--- src/sv/biq_pkg.sv ---
`timescale 1ns / 1ps
// ----------------------------------------------------------------------------
// biq_pkg
// Shared types, widths and saturation helpers for the biquad filter unit.
// ----------------------------------------------------------------------------
package biq_pkg;

  // Field and coefficient widths.
  localparam int CHAN_W    = 3;
  localparam int SAMPLE_W  = 24;
  localparam int COEF_W    = 32;
  localparam int STATE_W   = 32;
  localparam int CFG_IDX_W = 3;

  // Products are Q4.28 times Q.23, rounded back to Q.23.
  localparam int PROD_W    = 2 * COEF_W;
  localparam int FRAC_SH   = 28;
  localparam int RND_W     = PROD_W - FRAC_SH;
  localparam int ACC_W     = 40;

  // Reset value of feed_gain_0 is 1.0 in Q4.28.
  localparam logic signed [COEF_W-1:0] FEED_GAIN_0_RESET = 32'sh1000_0000;

  // Configuration register indexes.
  typedef enum logic [CFG_IDX_W-1:0] {
    REG_FEED_GAIN_0 = 3'd0,
    REG_FEED_GAIN_1 = 3'd1,
    REG_FEED_GAIN_2 = 3'd2,
    REG_BACK_GAIN_1 = 3'd3,
    REG_BACK_GAIN_2 = 3'd4
  } cfg_idx_t;

  // Sequencer states: one multiply is issued in each working state.
  typedef enum logic [2:0] {
    S_IDLE,
    S_LOAD,
    S_MA0,
    S_MA1,
    S_MB1,
    S_MA2,
    S_WB
  } state_t;

  // Operand selection for the shared multiplier.
  typedef enum logic [2:0] {
    OP_A0_X,
    OP_A1_X,
    OP_A2_X,
    OP_B1_Y,
    OP_B2_Y
  } mul_op_t;

  // Clamp an accumulator value to the signed 32-bit range.
  function automatic logic signed [STATE_W-1:0] sat32(input logic signed [ACC_W-1:0] v);
    logic signed [ACC_W-1:0] hi;
    logic signed [ACC_W-1:0] lo;
    hi = ACC_W'(64'sd2147483647);
    lo = -ACC_W'(64'sd2147483648);
    if (v > hi) begin
      sat32 = 32'sh7FFF_FFFF;
    end else if (v < lo) begin
      sat32 = 32'sh8000_0000;
    end else begin
      sat32 = v[STATE_W-1:0];
    end
  endfunction

  // Clamp a 32-bit value to the Q1.23 sample range.
  function automatic logic signed [SAMPLE_W-1:0] sat24(input logic signed [STATE_W-1:0] v);
    if (v > 32'sd8388607) begin
      sat24 = 24'sh7F_FFFF;
    end else if (v < -32'sd8388608) begin
      sat24 = 24'sh80_0000;
    end else begin
      sat24 = v[SAMPLE_W-1:0];
    end
  endfunction

endpackage

--- src/sv/biquad_iir_filter_unit.sv ---
`timescale 1ns / 1ps
// ----------------------------------------------------------------------------
// biquad_iir_filter_unit
// Multi-channel transposed direct form II biquad with one shared multiplier.
// ----------------------------------------------------------------------------
// One sample is in flight at a time. A sample is taken in the idle cycle, its
// channel state is read from RAM in the next, and the five coefficient
// products are then formed one per cycle on a single 32x32 multiplier; the
// result is offered in the same cycle in which the next sample can be taken.
// The last step waits while the previous result has not been taken. The
// delay state of every channel reads as zero after reset through per-channel
// valid bits; there is no clearing pass. Coefficients are written through
// the cfg port, which is always ready; writes to unknown indexes are
// dropped. Samples on channels at or above CHANNELS leave the state alone
// and return zero.
// ----------------------------------------------------------------------------
module biquad_iir_filter_unit #(
  parameter int CHANNELS = 8
) (
  input  logic                                    clk,
  input  logic                                    rst_n,
  // Sample input
  input  logic                                    in_valid,
  output logic                                    in_ready,
  input  logic [biq_pkg::CHAN_W-1:0]              in_chan,
  input  logic signed [biq_pkg::SAMPLE_W-1:0]     in_sample_in,
  // Filtered output
  output logic                                    out_valid,
  input  logic                                    out_ready,
  output logic [biq_pkg::CHAN_W-1:0]              out_chan_out,
  output logic signed [biq_pkg::SAMPLE_W-1:0]     out_sample_out,
  // Coefficient writes
  input  logic                                    cfg_valid,
  output logic                                    cfg_ready,
  input  logic [biq_pkg::CFG_IDX_W-1:0]           cfg_index,
  input  logic [biq_pkg::COEF_W-1:0]              cfg_data
);
  import biq_pkg::*;

  localparam int AW    = (CHANNELS > 1) ? $clog2(CHANNELS) : 1;
  localparam int EXT_W = 7;
  localparam int RAM_W = 2 * STATE_W;

  // Coefficients.
  logic signed [COEF_W-1:0] feed_gain_0_r, feed_gain_1_r, feed_gain_2_r;
  logic signed [COEF_W-1:0] back_gain_1_r, back_gain_2_r;

  // Sequencer and datapath registers.
  state_t                     state_r, state_nxt;
  logic [CHAN_W-1:0]          chan_r, chan_nxt;
  logic [AW-1:0]              addr_r, addr_nxt;
  logic                       bad_r, bad_nxt;
  logic signed [SAMPLE_W-1:0] x_r, x_nxt;
  logic signed [STATE_W-1:0]  z1_r, z1_nxt;
  logic signed [STATE_W-1:0]  z2_r, z2_nxt;
  logic signed [STATE_W-1:0]  y_r, y_nxt;
  logic signed [ACC_W-1:0]    acc_r, acc_nxt;
  logic [CHANNELS-1:0]        vld_r, vld_nxt;

  // Output register.
  logic                       out_valid_r, out_valid_nxt;
  logic [CHAN_W-1:0]          out_chan_r, out_chan_nxt;
  logic signed [SAMPLE_W-1:0] out_sample_r, out_sample_nxt;

  // Control from the output decoder.
  logic                       mul_en;
  mul_op_t                    mul_op;
  logic                       wb_fire;

  logic                       in_fire;
  logic [EXT_W-1:0]           chan_ext;
  logic                       in_bad;
  logic [RAM_W-1:0]           ram_rdata;
  logic signed [COEF_W-1:0]   mul_coef;
  logic signed [STATE_W-1:0]  mul_opnd;
  logic signed [RND_W-1:0]    rnd;
  logic signed [ACC_W-1:0]    rnd_ext;
  logic signed [STATE_W-1:0]  z2_new;

  assign in_ready  = (state_r == S_IDLE);
  assign in_fire   = in_valid && in_ready;
  assign cfg_ready = 1'b1;
  assign chan_ext  = EXT_W'(in_chan);
  assign in_bad    = (chan_ext >= EXT_W'(CHANNELS));
  assign rnd_ext   = ACC_W'(rnd);
  assign z2_new    = sat32(acc_r - rnd_ext);

  assign out_valid      = out_valid_r;
  assign out_chan_out   = out_chan_r;
  assign out_sample_out = out_sample_r;

  // Coefficient register writes.
  always_ff @(posedge clk) begin
    if (!rst_n) begin
      feed_gain_0_r <= FEED_GAIN_0_RESET;
      feed_gain_1_r <= '0;
      feed_gain_2_r <= '0;
      back_gain_1_r <= '0;
      back_gain_2_r <= '0;
    end else if (cfg_valid && cfg_ready) begin
      case (cfg_index)
        REG_FEED_GAIN_0: feed_gain_0_r <= cfg_data;
        REG_FEED_GAIN_1: feed_gain_1_r <= cfg_data;
        REG_FEED_GAIN_2: feed_gain_2_r <= cfg_data;
        REG_BACK_GAIN_1: back_gain_1_r <= cfg_data;
        REG_BACK_GAIN_2: back_gain_2_r <= cfg_data;
        default: ;
      endcase
    end
  end

  // Next-state logic.
  always_comb begin
    state_nxt = state_r;
    case (state_r)
      S_IDLE:  if (in_fire) state_nxt = S_LOAD;
      S_LOAD:  state_nxt = S_MA0;
      S_MA0:   state_nxt = S_MA1;
      S_MA1:   state_nxt = S_MB1;
      S_MB1:   state_nxt = S_MA2;
      S_MA2:   state_nxt = S_WB;
      S_WB:    if (wb_fire) state_nxt = S_IDLE;
      default: state_nxt = S_IDLE;
    endcase
  end

  // Output decode: which product to issue, and when the write-back completes.
  always_comb begin
    mul_en  = 1'b0;
    mul_op  = OP_A0_X;
    wb_fire = 1'b0;
    case (state_r)
      S_LOAD: begin
        mul_en = 1'b1;
        mul_op = OP_A0_X;
      end
      S_MA0: begin
        mul_en = 1'b1;
        mul_op = OP_A1_X;
      end
      S_MA1: begin
        mul_en = 1'b1;
        mul_op = OP_B1_Y;
      end
      S_MB1: begin
        mul_en = 1'b1;
        mul_op = OP_A2_X;
      end
      S_MA2: begin
        mul_en = 1'b1;
        mul_op = OP_B2_Y;
      end
      S_WB:    wb_fire = !out_valid_r || out_ready;
      default: ;
    endcase
  end

  // Operand selection for the shared multiplier.
  always_comb begin
    mul_coef = feed_gain_0_r;
    mul_opnd = STATE_W'(x_r);
    case (mul_op)
      OP_A0_X: begin
        mul_coef = feed_gain_0_r;
        mul_opnd = STATE_W'(x_r);
      end
      OP_A1_X: begin
        mul_coef = feed_gain_1_r;
        mul_opnd = STATE_W'(x_r);
      end
      OP_A2_X: begin
        mul_coef = feed_gain_2_r;
        mul_opnd = STATE_W'(x_r);
      end
      OP_B1_Y: begin
        mul_coef = back_gain_1_r;
        mul_opnd = y_r;
      end
      OP_B2_Y: begin
        mul_coef = back_gain_2_r;
        mul_opnd = y_r;
      end
      default: ;
    endcase
  end

  // Datapath: the load state takes the channel state, and each multiply state after it folds the previous product in.
  always_comb begin
    chan_nxt       = chan_r;
    addr_nxt       = addr_r;
    bad_nxt        = bad_r;
    x_nxt          = x_r;
    z1_nxt         = z1_r;
    z2_nxt         = z2_r;
    y_nxt          = y_r;
    acc_nxt        = acc_r;
    vld_nxt        = vld_r;
    out_valid_nxt  = out_valid_r && !out_ready;
    out_chan_nxt   = out_chan_r;
    out_sample_nxt = out_sample_r;
    case (state_r)
      S_IDLE: begin
        if (in_fire) begin
          chan_nxt = in_chan;
          addr_nxt = chan_ext[AW-1:0];
          bad_nxt  = in_bad;
          x_nxt    = in_sample_in;
        end
      end
      // Channel state arrives from RAM; unwritten channels read as zero.
      S_LOAD: begin
        if (vld_r[addr_r]) begin
          z1_nxt = ram_rdata[RAM_W-1:STATE_W];
          z2_nxt = ram_rdata[STATE_W-1:0];
        end else begin
          z1_nxt = '0;
          z2_nxt = '0;
        end
      end
      S_MA0: y_nxt   = sat32(rnd_ext + ACC_W'(z1_r));
      S_MA1: acc_nxt = rnd_ext + ACC_W'(z2_r);
      S_MB1: acc_nxt = acc_r - rnd_ext;
      S_MA2: begin
        z1_nxt  = sat32(acc_r);
        acc_nxt = rnd_ext;
      end
      S_WB: begin
        if (wb_fire) begin
          out_valid_nxt  = 1'b1;
          out_chan_nxt   = chan_r;
          out_sample_nxt = bad_r ? '0 : sat24(y_r);
          if (!bad_r) begin
            vld_nxt[addr_r] = 1'b1;
          end
        end
      end
      default: ;
    endcase
  end

  // Control registers.
  always_ff @(posedge clk) begin
    if (!rst_n) begin
      state_r     <= S_IDLE;
      vld_r       <= '0;
      out_valid_r <= 1'b0;
    end else begin
      state_r     <= state_nxt;
      vld_r       <= vld_nxt;
      out_valid_r <= out_valid_nxt;
    end
  end

  // Payload registers.
  always_ff @(posedge clk) begin
    chan_r       <= chan_nxt;
    addr_r       <= addr_nxt;
    bad_r        <= bad_nxt;
    x_r          <= x_nxt;
    z1_r         <= z1_nxt;
    z2_r         <= z2_nxt;
    y_r          <= y_nxt;
    acc_r        <= acc_nxt;
    out_chan_r   <= out_chan_nxt;
    out_sample_r <= out_sample_nxt;
  end

  // Shared multiplier.
  biq_mul u_mul (
    .clk  (clk),
    .en   (mul_en),
    .coef (mul_coef),
    .opnd (mul_opnd),
    .rnd  (rnd)
  );

  // Per-channel delay state: {z1, z2}.
  biq_ram #(
    .WIDTH (RAM_W),
    .DEPTH (CHANNELS),
    .AW    (AW)
  ) u_state_ram (
    .clk   (clk),
    .we    (wb_fire && !bad_r),
    .waddr (addr_r),
    .wdata ({z1_r, z2_new}),
    .re    (in_fire),
    .raddr (chan_ext[AW-1:0]),
    .rdata (ram_rdata)
  );

endmodule

--- src/sv/biq_ram.sv ---
`timescale 1ns / 1ps
// ----------------------------------------------------------------------------
// biq_ram
// Generic single-write, single-read RAM with a registered read port.
// ----------------------------------------------------------------------------
module biq_ram #(
  parameter int WIDTH = 64,
  parameter int DEPTH = 8,
  parameter int AW    = (DEPTH > 1) ? $clog2(DEPTH) : 1
) (
  input  logic             clk,
  input  logic             we,
  input  logic [AW-1:0]    waddr,
  input  logic [WIDTH-1:0] wdata,
  input  logic             re,
  input  logic [AW-1:0]    raddr,
  output logic [WIDTH-1:0] rdata
);

  logic [WIDTH-1:0] mem [DEPTH];

  // Write port and registered read port.
  always_ff @(posedge clk) begin
    if (we) begin
      mem[waddr] <= wdata;
    end
    if (re) begin
      rdata <= mem[raddr];
    end
  end

endmodule

--- src/sv/biq_mul.sv ---
`timescale 1ns / 1ps
// ----------------------------------------------------------------------------
// biq_mul
// Shared 32x32 signed multiplier with a product register and Q.23 rounding.
// ----------------------------------------------------------------------------
module biq_mul (
  input  logic                                 clk,
  input  logic                                 en,
  input  logic signed [biq_pkg::COEF_W-1:0]    coef,
  input  logic signed [biq_pkg::STATE_W-1:0]   opnd,
  output logic signed [biq_pkg::RND_W-1:0]     rnd
);
  import biq_pkg::*;

  localparam logic signed [PROD_W-1:0] HALF = PROD_W'(64'sd1 <<< (FRAC_SH - 1));

  logic signed [PROD_W-1:0] prod_r;
  logic signed [PROD_W-1:0] sum;

  // The product holds until the next multiply is issued.
  always_ff @(posedge clk) begin
    if (en) begin
      prod_r <= PROD_W'(coef) * PROD_W'(opnd);
    end
  end

  // Round half up: add one half, then drop the fraction bits (floor).
  always_comb begin
    sum = prod_r + HALF;
    rnd = sum[PROD_W-1:FRAC_SH];
  end

endmodule

--- config.mk ---
export PLATFORM = sky130hd
export DESIGN_NAME = biquad_iir_filter_unit
export DESIGN_NICKNAME = d
export VERILOG_FILES = /design/src/sv/biq_pkg.sv /design/src/sv/biquad_iir_filter_unit.sv /design/src/sv/biq_ram.sv /design/src/sv/biq_mul.sv
export SDC_FILE = /design/constraint.sdc
export NUM_CORES = 2
export LEC_CHECK = 0
export BUFFER_PORTS_ARGS = -buffer_cell sky130_fd_sc_hd__buf_2
export CAP_MARGIN = 15
export CORE_UTILIZATION = 45
export DETAILED_ROUTE_END_ITERATION = 8
export PLACE_DENSITY = 0.58
export SYNTH_ARGS = -nofsm -noshare
export SYNTH_HDL_FRONTEND = slang
export SYNTH_SLANG_ARGS = --single-unit
--- constraint.sdc ---
create_clock -name clk -period 12 [get_ports clk]
set_input_delay 1.2 -clock clk [delete_from_list [all_inputs] [get_ports clk]]
set_output_delay 1.2 -clock clk [all_outputs]
set_load 0.01 [all_outputs]
# == Yosys cells after proc, flatten, opt, wreduce, memory -nomap -nowiden ==
# Memories as Yosys holds them, arrays and structs flattened. A register that Yosys moved wholly into a read port is not among the register bits.
# Cells that the tools add are included.
# word_totals
output_inout_bits,30
word_cells,104
mem_bits_rw,512
reg_bits,427
n_memories,1
# op_classes
n_bitwise,2
n_mux,26
add_sub_neg,4
magnitude_cmp,11
reduce_logical,24
eq_ne,16
n_mul,1
# mem_list
name,depth,word_bits,read_ports,rd_clocked_by_memory_dff,wr,line,source
u_state_ram.mem,8,64,1,1,1,biq_ram.sv:20,logic [WIDTH-1:0] mem [DEPTH];
# ops
cell,count
two-way mux 32 bit,7
one-hot mux 32 bit (4 select lines),1
one-hot mux 40 bit (3 select lines),1
"> comparator 40 x 32 -> 1 bit, second input constant",2
"less-than comparator 40 x 32 -> 1 bit, second input constant",2
adder 36 x 32 -> 37 bit,2
"adder 64 x 29 -> 64 bit, second input constant",1
multiplier 32 x 32 -> 64 bit,1
one-hot mux 32 bit (2 select lines),1
subtractor 40 x 36 -> 40 bit,1
"> comparator 37 x 32 -> 1 bit, second input constant",1
"less-than comparator 37 x 32 -> 1 bit, second input constant",1
"> comparator 32 x 24 -> 1 bit, second input constant",1
"less-than comparator 32 x 24 -> 1 bit, second input constant",1
two-way mux 24 bit,1
two-way mux 23 bit,1
one-hot mux 3 bit (7 select lines),1
"equality test 3 x 2 -> 1 bit, second input constant",6
AND reduction 2 bit,8
"equality test 3 bit, second input constant",5
one-hot mux 3 bit (4 select lines),1
"equality test 3 x 1 -> 1 bit, second input constant",3
two-way mux 1 bit,8
bitwise OR 8 bit,1
18 further kinds,26

# == Longest topological paths before layout ==
# logic_depth
word_depth,6
ltp_mapped,39
depth_no_buf,35

# == Hierarchy ==
# Synthesis repeated with hierarchy kept, for this count alone.
# hier_totals
hier_cells,7361
area_unflattened_um2,80591.0
# by_module_without_submodules
module,seq_area_each_um2,cells_each,n_inst,area_per_inst_um2
biq_mul,1111.1,4101,1,38170.4
biquad_iir_filter_unit,9148.8,2444,1,21232.9
biq_ram,17296.6,816,1,21187.8

# == Worst setup path after synthesis ==
# Ideal clock, no wire load.
# synth_path
kind,register to register
startpoint,register state_r[0]
endpoint,register u_mul.prod_r[63] (data pin)
required_time_ps,11740
setup_slack_ps,2090
stages_incl_launch_ff,35
setup_ps,260
arrival_ps,9650
cell_sequence,dfxtp_1 > clkbuf_1 > inv_1 > nand2_1 > nor2_1 > clkbuf_1 > a22oi_1 > nand3_1 > o21a_1 > clkbuf_1 > nand2_1 > fa_1 > fa_1 > fa_1 > fa_1 > inv_1 > fa_1 > inv_1 > fa_1 > inv_1 > fa_1 > fa_1 > ha_1 > a21o_1 > a31oi_1 > nor4bb_1 > o311a_1 > o31ai_2 > a21oi_1 > o31ai_4 > a2111oi_0 > nor3_1 > a221o_1 > a21oi_1 > xnor2_1
# synth_between
elab_chain_len,6
# synth_rtl
element,line,source
start: declaration,biquad_iir_filter_unit.sv:49,"state_t state_r, state_nxt;"
start signal: assignment,biquad_iir_filter_unit.sv:248,state_r <= state_nxt;
equality test 3 bit or equality test 3 x 2 -> 1 bit (tied branches),biquad_iir_filter_unit.sv:132,case (state_r)
one-hot mux 3 bit (4 select lines) (*),biquad_iir_filter_unit.sv:132,
equality test 3 bit or equality test 3 x 2 -> 1 bit (tied branches),biquad_iir_filter_unit.sv:162,case (mul_op)
OR reduction 2 bit (no source line),--,
two-way mux 32 bit,biquad_iir_filter_unit.sv:162,
multiplier 32 x 32 -> 64 bit (*),biq_mul.sv:23,prod_r <= PROD_W'(coef) * PROD_W'(opnd);
end signal: assignment,biq_mul.sv:23,
end: declaration,biq_mul.sv:17,logic signed [PROD_W-1:0] prod_r;
# Every way passes the cells marked *; elsewhere a longest branch is shown, timed or not.
# A chain may end at the register's enable or synchronous reset.

# == Worst setup path after layout ==
# layout_path
startpoint,register state_r[0]
endpoint,register u_mul.prod_r[58] (data pin)
# The elaborated chain is that of the path after synthesis.

==> impl_metrics.py <==
metrics = {
    "grt": {
        "grt_pass1_vias": 54700,
        "grtUsageTotal": 0.277,
        "grt-ovfl-total": 0,
        "grt_antenna_before_repair": 13,
        "grt_max_degree": 90,
        "grt_pass1_wl_um": 355000,
    },
    "worst_setup_path": {
        "crit_path_max_incr_delay_ns": 0.77,
        "cp-end-kind": "flip-flop",
        "start_kind": "flip-flop",
        "crit_type": "reg -> reg",
        "worstPathArrival_ns": 12.04,
        "critPathRequiredTime_ns": 12.46,
        "critical_path.max_fanout": 50,
        "slowest_stage": "a2111oi_1",
        "reg2reg_to": "u_mul.prod_r[58]",
        "r2r-start": "state_r[0]",
        "reg2reg_slack_ns": 0.43,
        "crit_path_frequent_cell": "fa_1",
        "ff2ff_path_depth": 31,
    },
    "floorplanning": {
        "rows": 152,
        "initial_core_util": 0.454,
        "io_pins": 97,
        "core_sq_mm": 0.172,
        "dieArea_sq_mm": 0.175,
        "dieWidth_um": 418,
        "die_h_um": 418,
    },
    "synth": {
        "synth_most_common_cell": "fa_1",
        "synth_fp_nets": 8489,
        "yosys.area_share.simple": 0.106,
        "async_flop_share": 0,
        "synthTopCellsByCount": "fa_1, inv_1, nand2_1",
        "avgSynthCellArea_sq_um": 11.1,
        "synth_xor_area_frac": 0.0211,
        "ys_top_cells_by_area": "edfxtp_1, fa_1, inv_1",
        "synth_compound_gate_area_share": 0.0786,
        "synthAdderAreaFrac": 0.325,
        "yosysTopAreaCell": "edfxtp_1",
        "synth.area.mux_share": 0.0497,
        "synth_top_area_frac": 0.310,
        "ys_seq_area_frac": 0.354,
        "synth_edf_count": 803,
        "synth_cells": 7046,
        "ys_types": 99,
        "syn_area_sq_mm": 0.0779,
        "ys_warn_count": 0,
        "synth_ff_type": "edfxtp_1",
        "ys_ff_latch": 975,
        "synth_top_family_by_area": "adder cells",
    },
    "sta": {
        "min_period_ns": 11.57,
        "maxSlewViolCount": 0,
        "fmax_mhz": 86.4,
        "slew_headroom": 0.108,
        "rsz0062_at_grt": "no",
        "clock_skew_ns": 0.0447,
        "period_share": 0.965,
        "setup_viol": 0,
        "hold_viol": 0,
        "hold_ws_ns": 0.454,
        "setup_slack_ns": 0.425,
        "tightest_slew_ns": 1.33,
        "setup_tns_ns": 0,
    },
    "clock_network": {
        "cts-root-buf": "clkbuf_16",
        "cts_tree": "built",
        "clock_path_buffers": 3,
        "cts_buffers": 108,
        "clk_pin_slew_ns": 0.06,
        "cts_hold_buf": 0,
        "cts_sinks": 975,
        "htree_levels": 3,
        "post_cts_buffers": 0,
        "clk_latency_ns": 0.76,
    },
    "hold_path": {
        "hold_path_end": "back_gain_1_r[28]",
        "worstHoldStart": "back_gain_1_r[28]",
        "whs_path_depth": 2,
        "hp-class": "reg -> reg",
    },
    "cells_and_area": {
        "final_cells": 9505,
        "layout-drive-gt1-share": 0.105,
        "nets": 8535,
        "area_growth_syn_to_layout_pct": 9.43,
    },
    "routing": {
        "drc_errors": 0,
        "drt_iter0_markers": 4826,
        "wl_per_cell_um": 25.2,
        "drtAntennaViolNets": 0,
        "vias": 53400,
        "wl_um": 240000,
        "first_pass_iters": 6,
        "vias_per_cell": 5.61,
    },
    "flow_run": {
        "maxCapViolations": 0,
    },
    "place": {
        "place_ws_ns": 0.464,
        "dpl.cell_count": 9290,
        "dpl.hpwl_um": 181000,
        "io_buffers": 95,
        "gp_congestion": 0.980,
    },
    "outcome": {
        "status": "complete, no violations",
    },
}
## layer usage
metal,global-route usage,part of all wire,vias up
li1,-,-,23200
met1,0.377,0.41,27500
met2,0.433,0.46,2156
met3,0.0531,0.083,489
met4,0.120,0.047,4
met5,0,0.00015,-
## cells by family after synthesis
kind of cell               count (synthesis)
and+or+nand+nor                         1974
adders and majority gates               1376
buffers and inverters                   1350
DFF                                      975
AOI/OAI and AO/OA                        964
muxes                                    219
xor gates and xnor gates                 187
other                                      1
## stage by stage
stage,util,cell area [sq um]
2_1_floorplan,-,77900
6_report,0.496,85300
3_3_place_gp,0.475,81600
5_1_grt,0.496,85200
4_1_cts,0.496,85200
3_5_place_dp,0.475,81600
## critical path: cells and delay by family (launching register included)
kind                       cells  cell delay (ns)
adders and majority gates      9             4.35
DFF                            1             0.32
and+or+nand+nor                2             0.39
muxes                          1             0.65
xor gates and xnor gates       1             0.16
buffers and inverters          7             1.49
AOI/OAI and AO/OA             11             3.86
## placed cells by master, fill, tap and decap left out, types with 10 or more instances in the layout
cell       synthesis  routed
buf_2              6      92
and2_1            51      50
mux2i_1           27      13
xor2_1            81      80
and3_1            24      24
o221ai_1          11      11
mux4_2           128     128
diode_2            0      10
dfxtp_1          172     171
a21oi_1          358     354
edfxtp_1         803     803
nand3_1          110     110
ha_1             292     292
a21o_1            90      90
o21ai_2           23      29
o21a_1            74      74
a22oi_1           62      62
nand4_1           25      25
a31oi_1           16      16
a211oi_1          16      16
o21ai_0          150     140
xnor2_1          105     105
nor2_1           651     638
o21bai_1          17      17
nor2_4             0      10
clkbuf_1         301      26
nor2b_1           24      23
nand2b_1          48      47
nor3_1            19      17
mux2_2            64      64
o21ai_1           26      29
or3_1             10      10
inv_1           1004    1004
clkinv_1           1      20
nand2_1          961     959
clkinv_2           0      13
buf_4              2     183
fa_1            1084    1084
o211ai_1          13      13
clkbuf_16          0     110
## timing repair
action / in CTS / in global routing
hold endpoints to repair: 0 / 0
endpoints found under the setup margin: 0 / 2
resized for setup: 0 / 2
## area by class of cell
| cell class | count | area, sq um |
|---|---|---|
| multi-input combinational | 4721 | 45500 |
| inverter | 1006 | 3780 |
| fill | 15400 | 86500 |
| antenna | 10 | 25.0 |
| sequential | 975 | 27600 |
| clock buffer | 142 | 2930 |
| timing repair buffer | 280 | 1930 |
| tap | 2310 | 2890 |
| clock inverter | 61 | 598 |
## flip-flops by register name, summed over array words and instances, names as in the netlist
signal and count:
feed_gain_0_r 32, back_gain_1_r 32, addr_r 3, u_state_ram.mem 512
u_state_ram.rdata 64, x_r 24, feed_gain_1_r 32, z1_r 32
acc_r 40, y_r 32, u_mul.prod_r 37, feed_gain_2_r 32
back_gain_2_r 32, vld_r 8, state_r 3, out_chan_out 3
out_sample_out 24, out_valid 1, z2_r 32
## worst max path at each step
stage	from	end	slack [ns]	depth (start not counted)
after floorplan	state_r[0]	u_mul.prod_r[63]	2.09	34
after global placement	state_r[0]	u_mul.prod_r[58]	0.76	30
after detailed placement	state_r[0]	u_mul.prod_r[58]	0.46	30
after CTS	state_r[0]	u_mul.prod_r[58]	0.40	30
after global routing	state_r[0]	u_mul.prod_r[58]	0.02	29
final	state_r[0]	u_mul.prod_r[58]	0.43	31
Power is left out: the tool's default activity adds up to more than one toggle a clock period on the data nets, which glitch-free logic cannot reach.
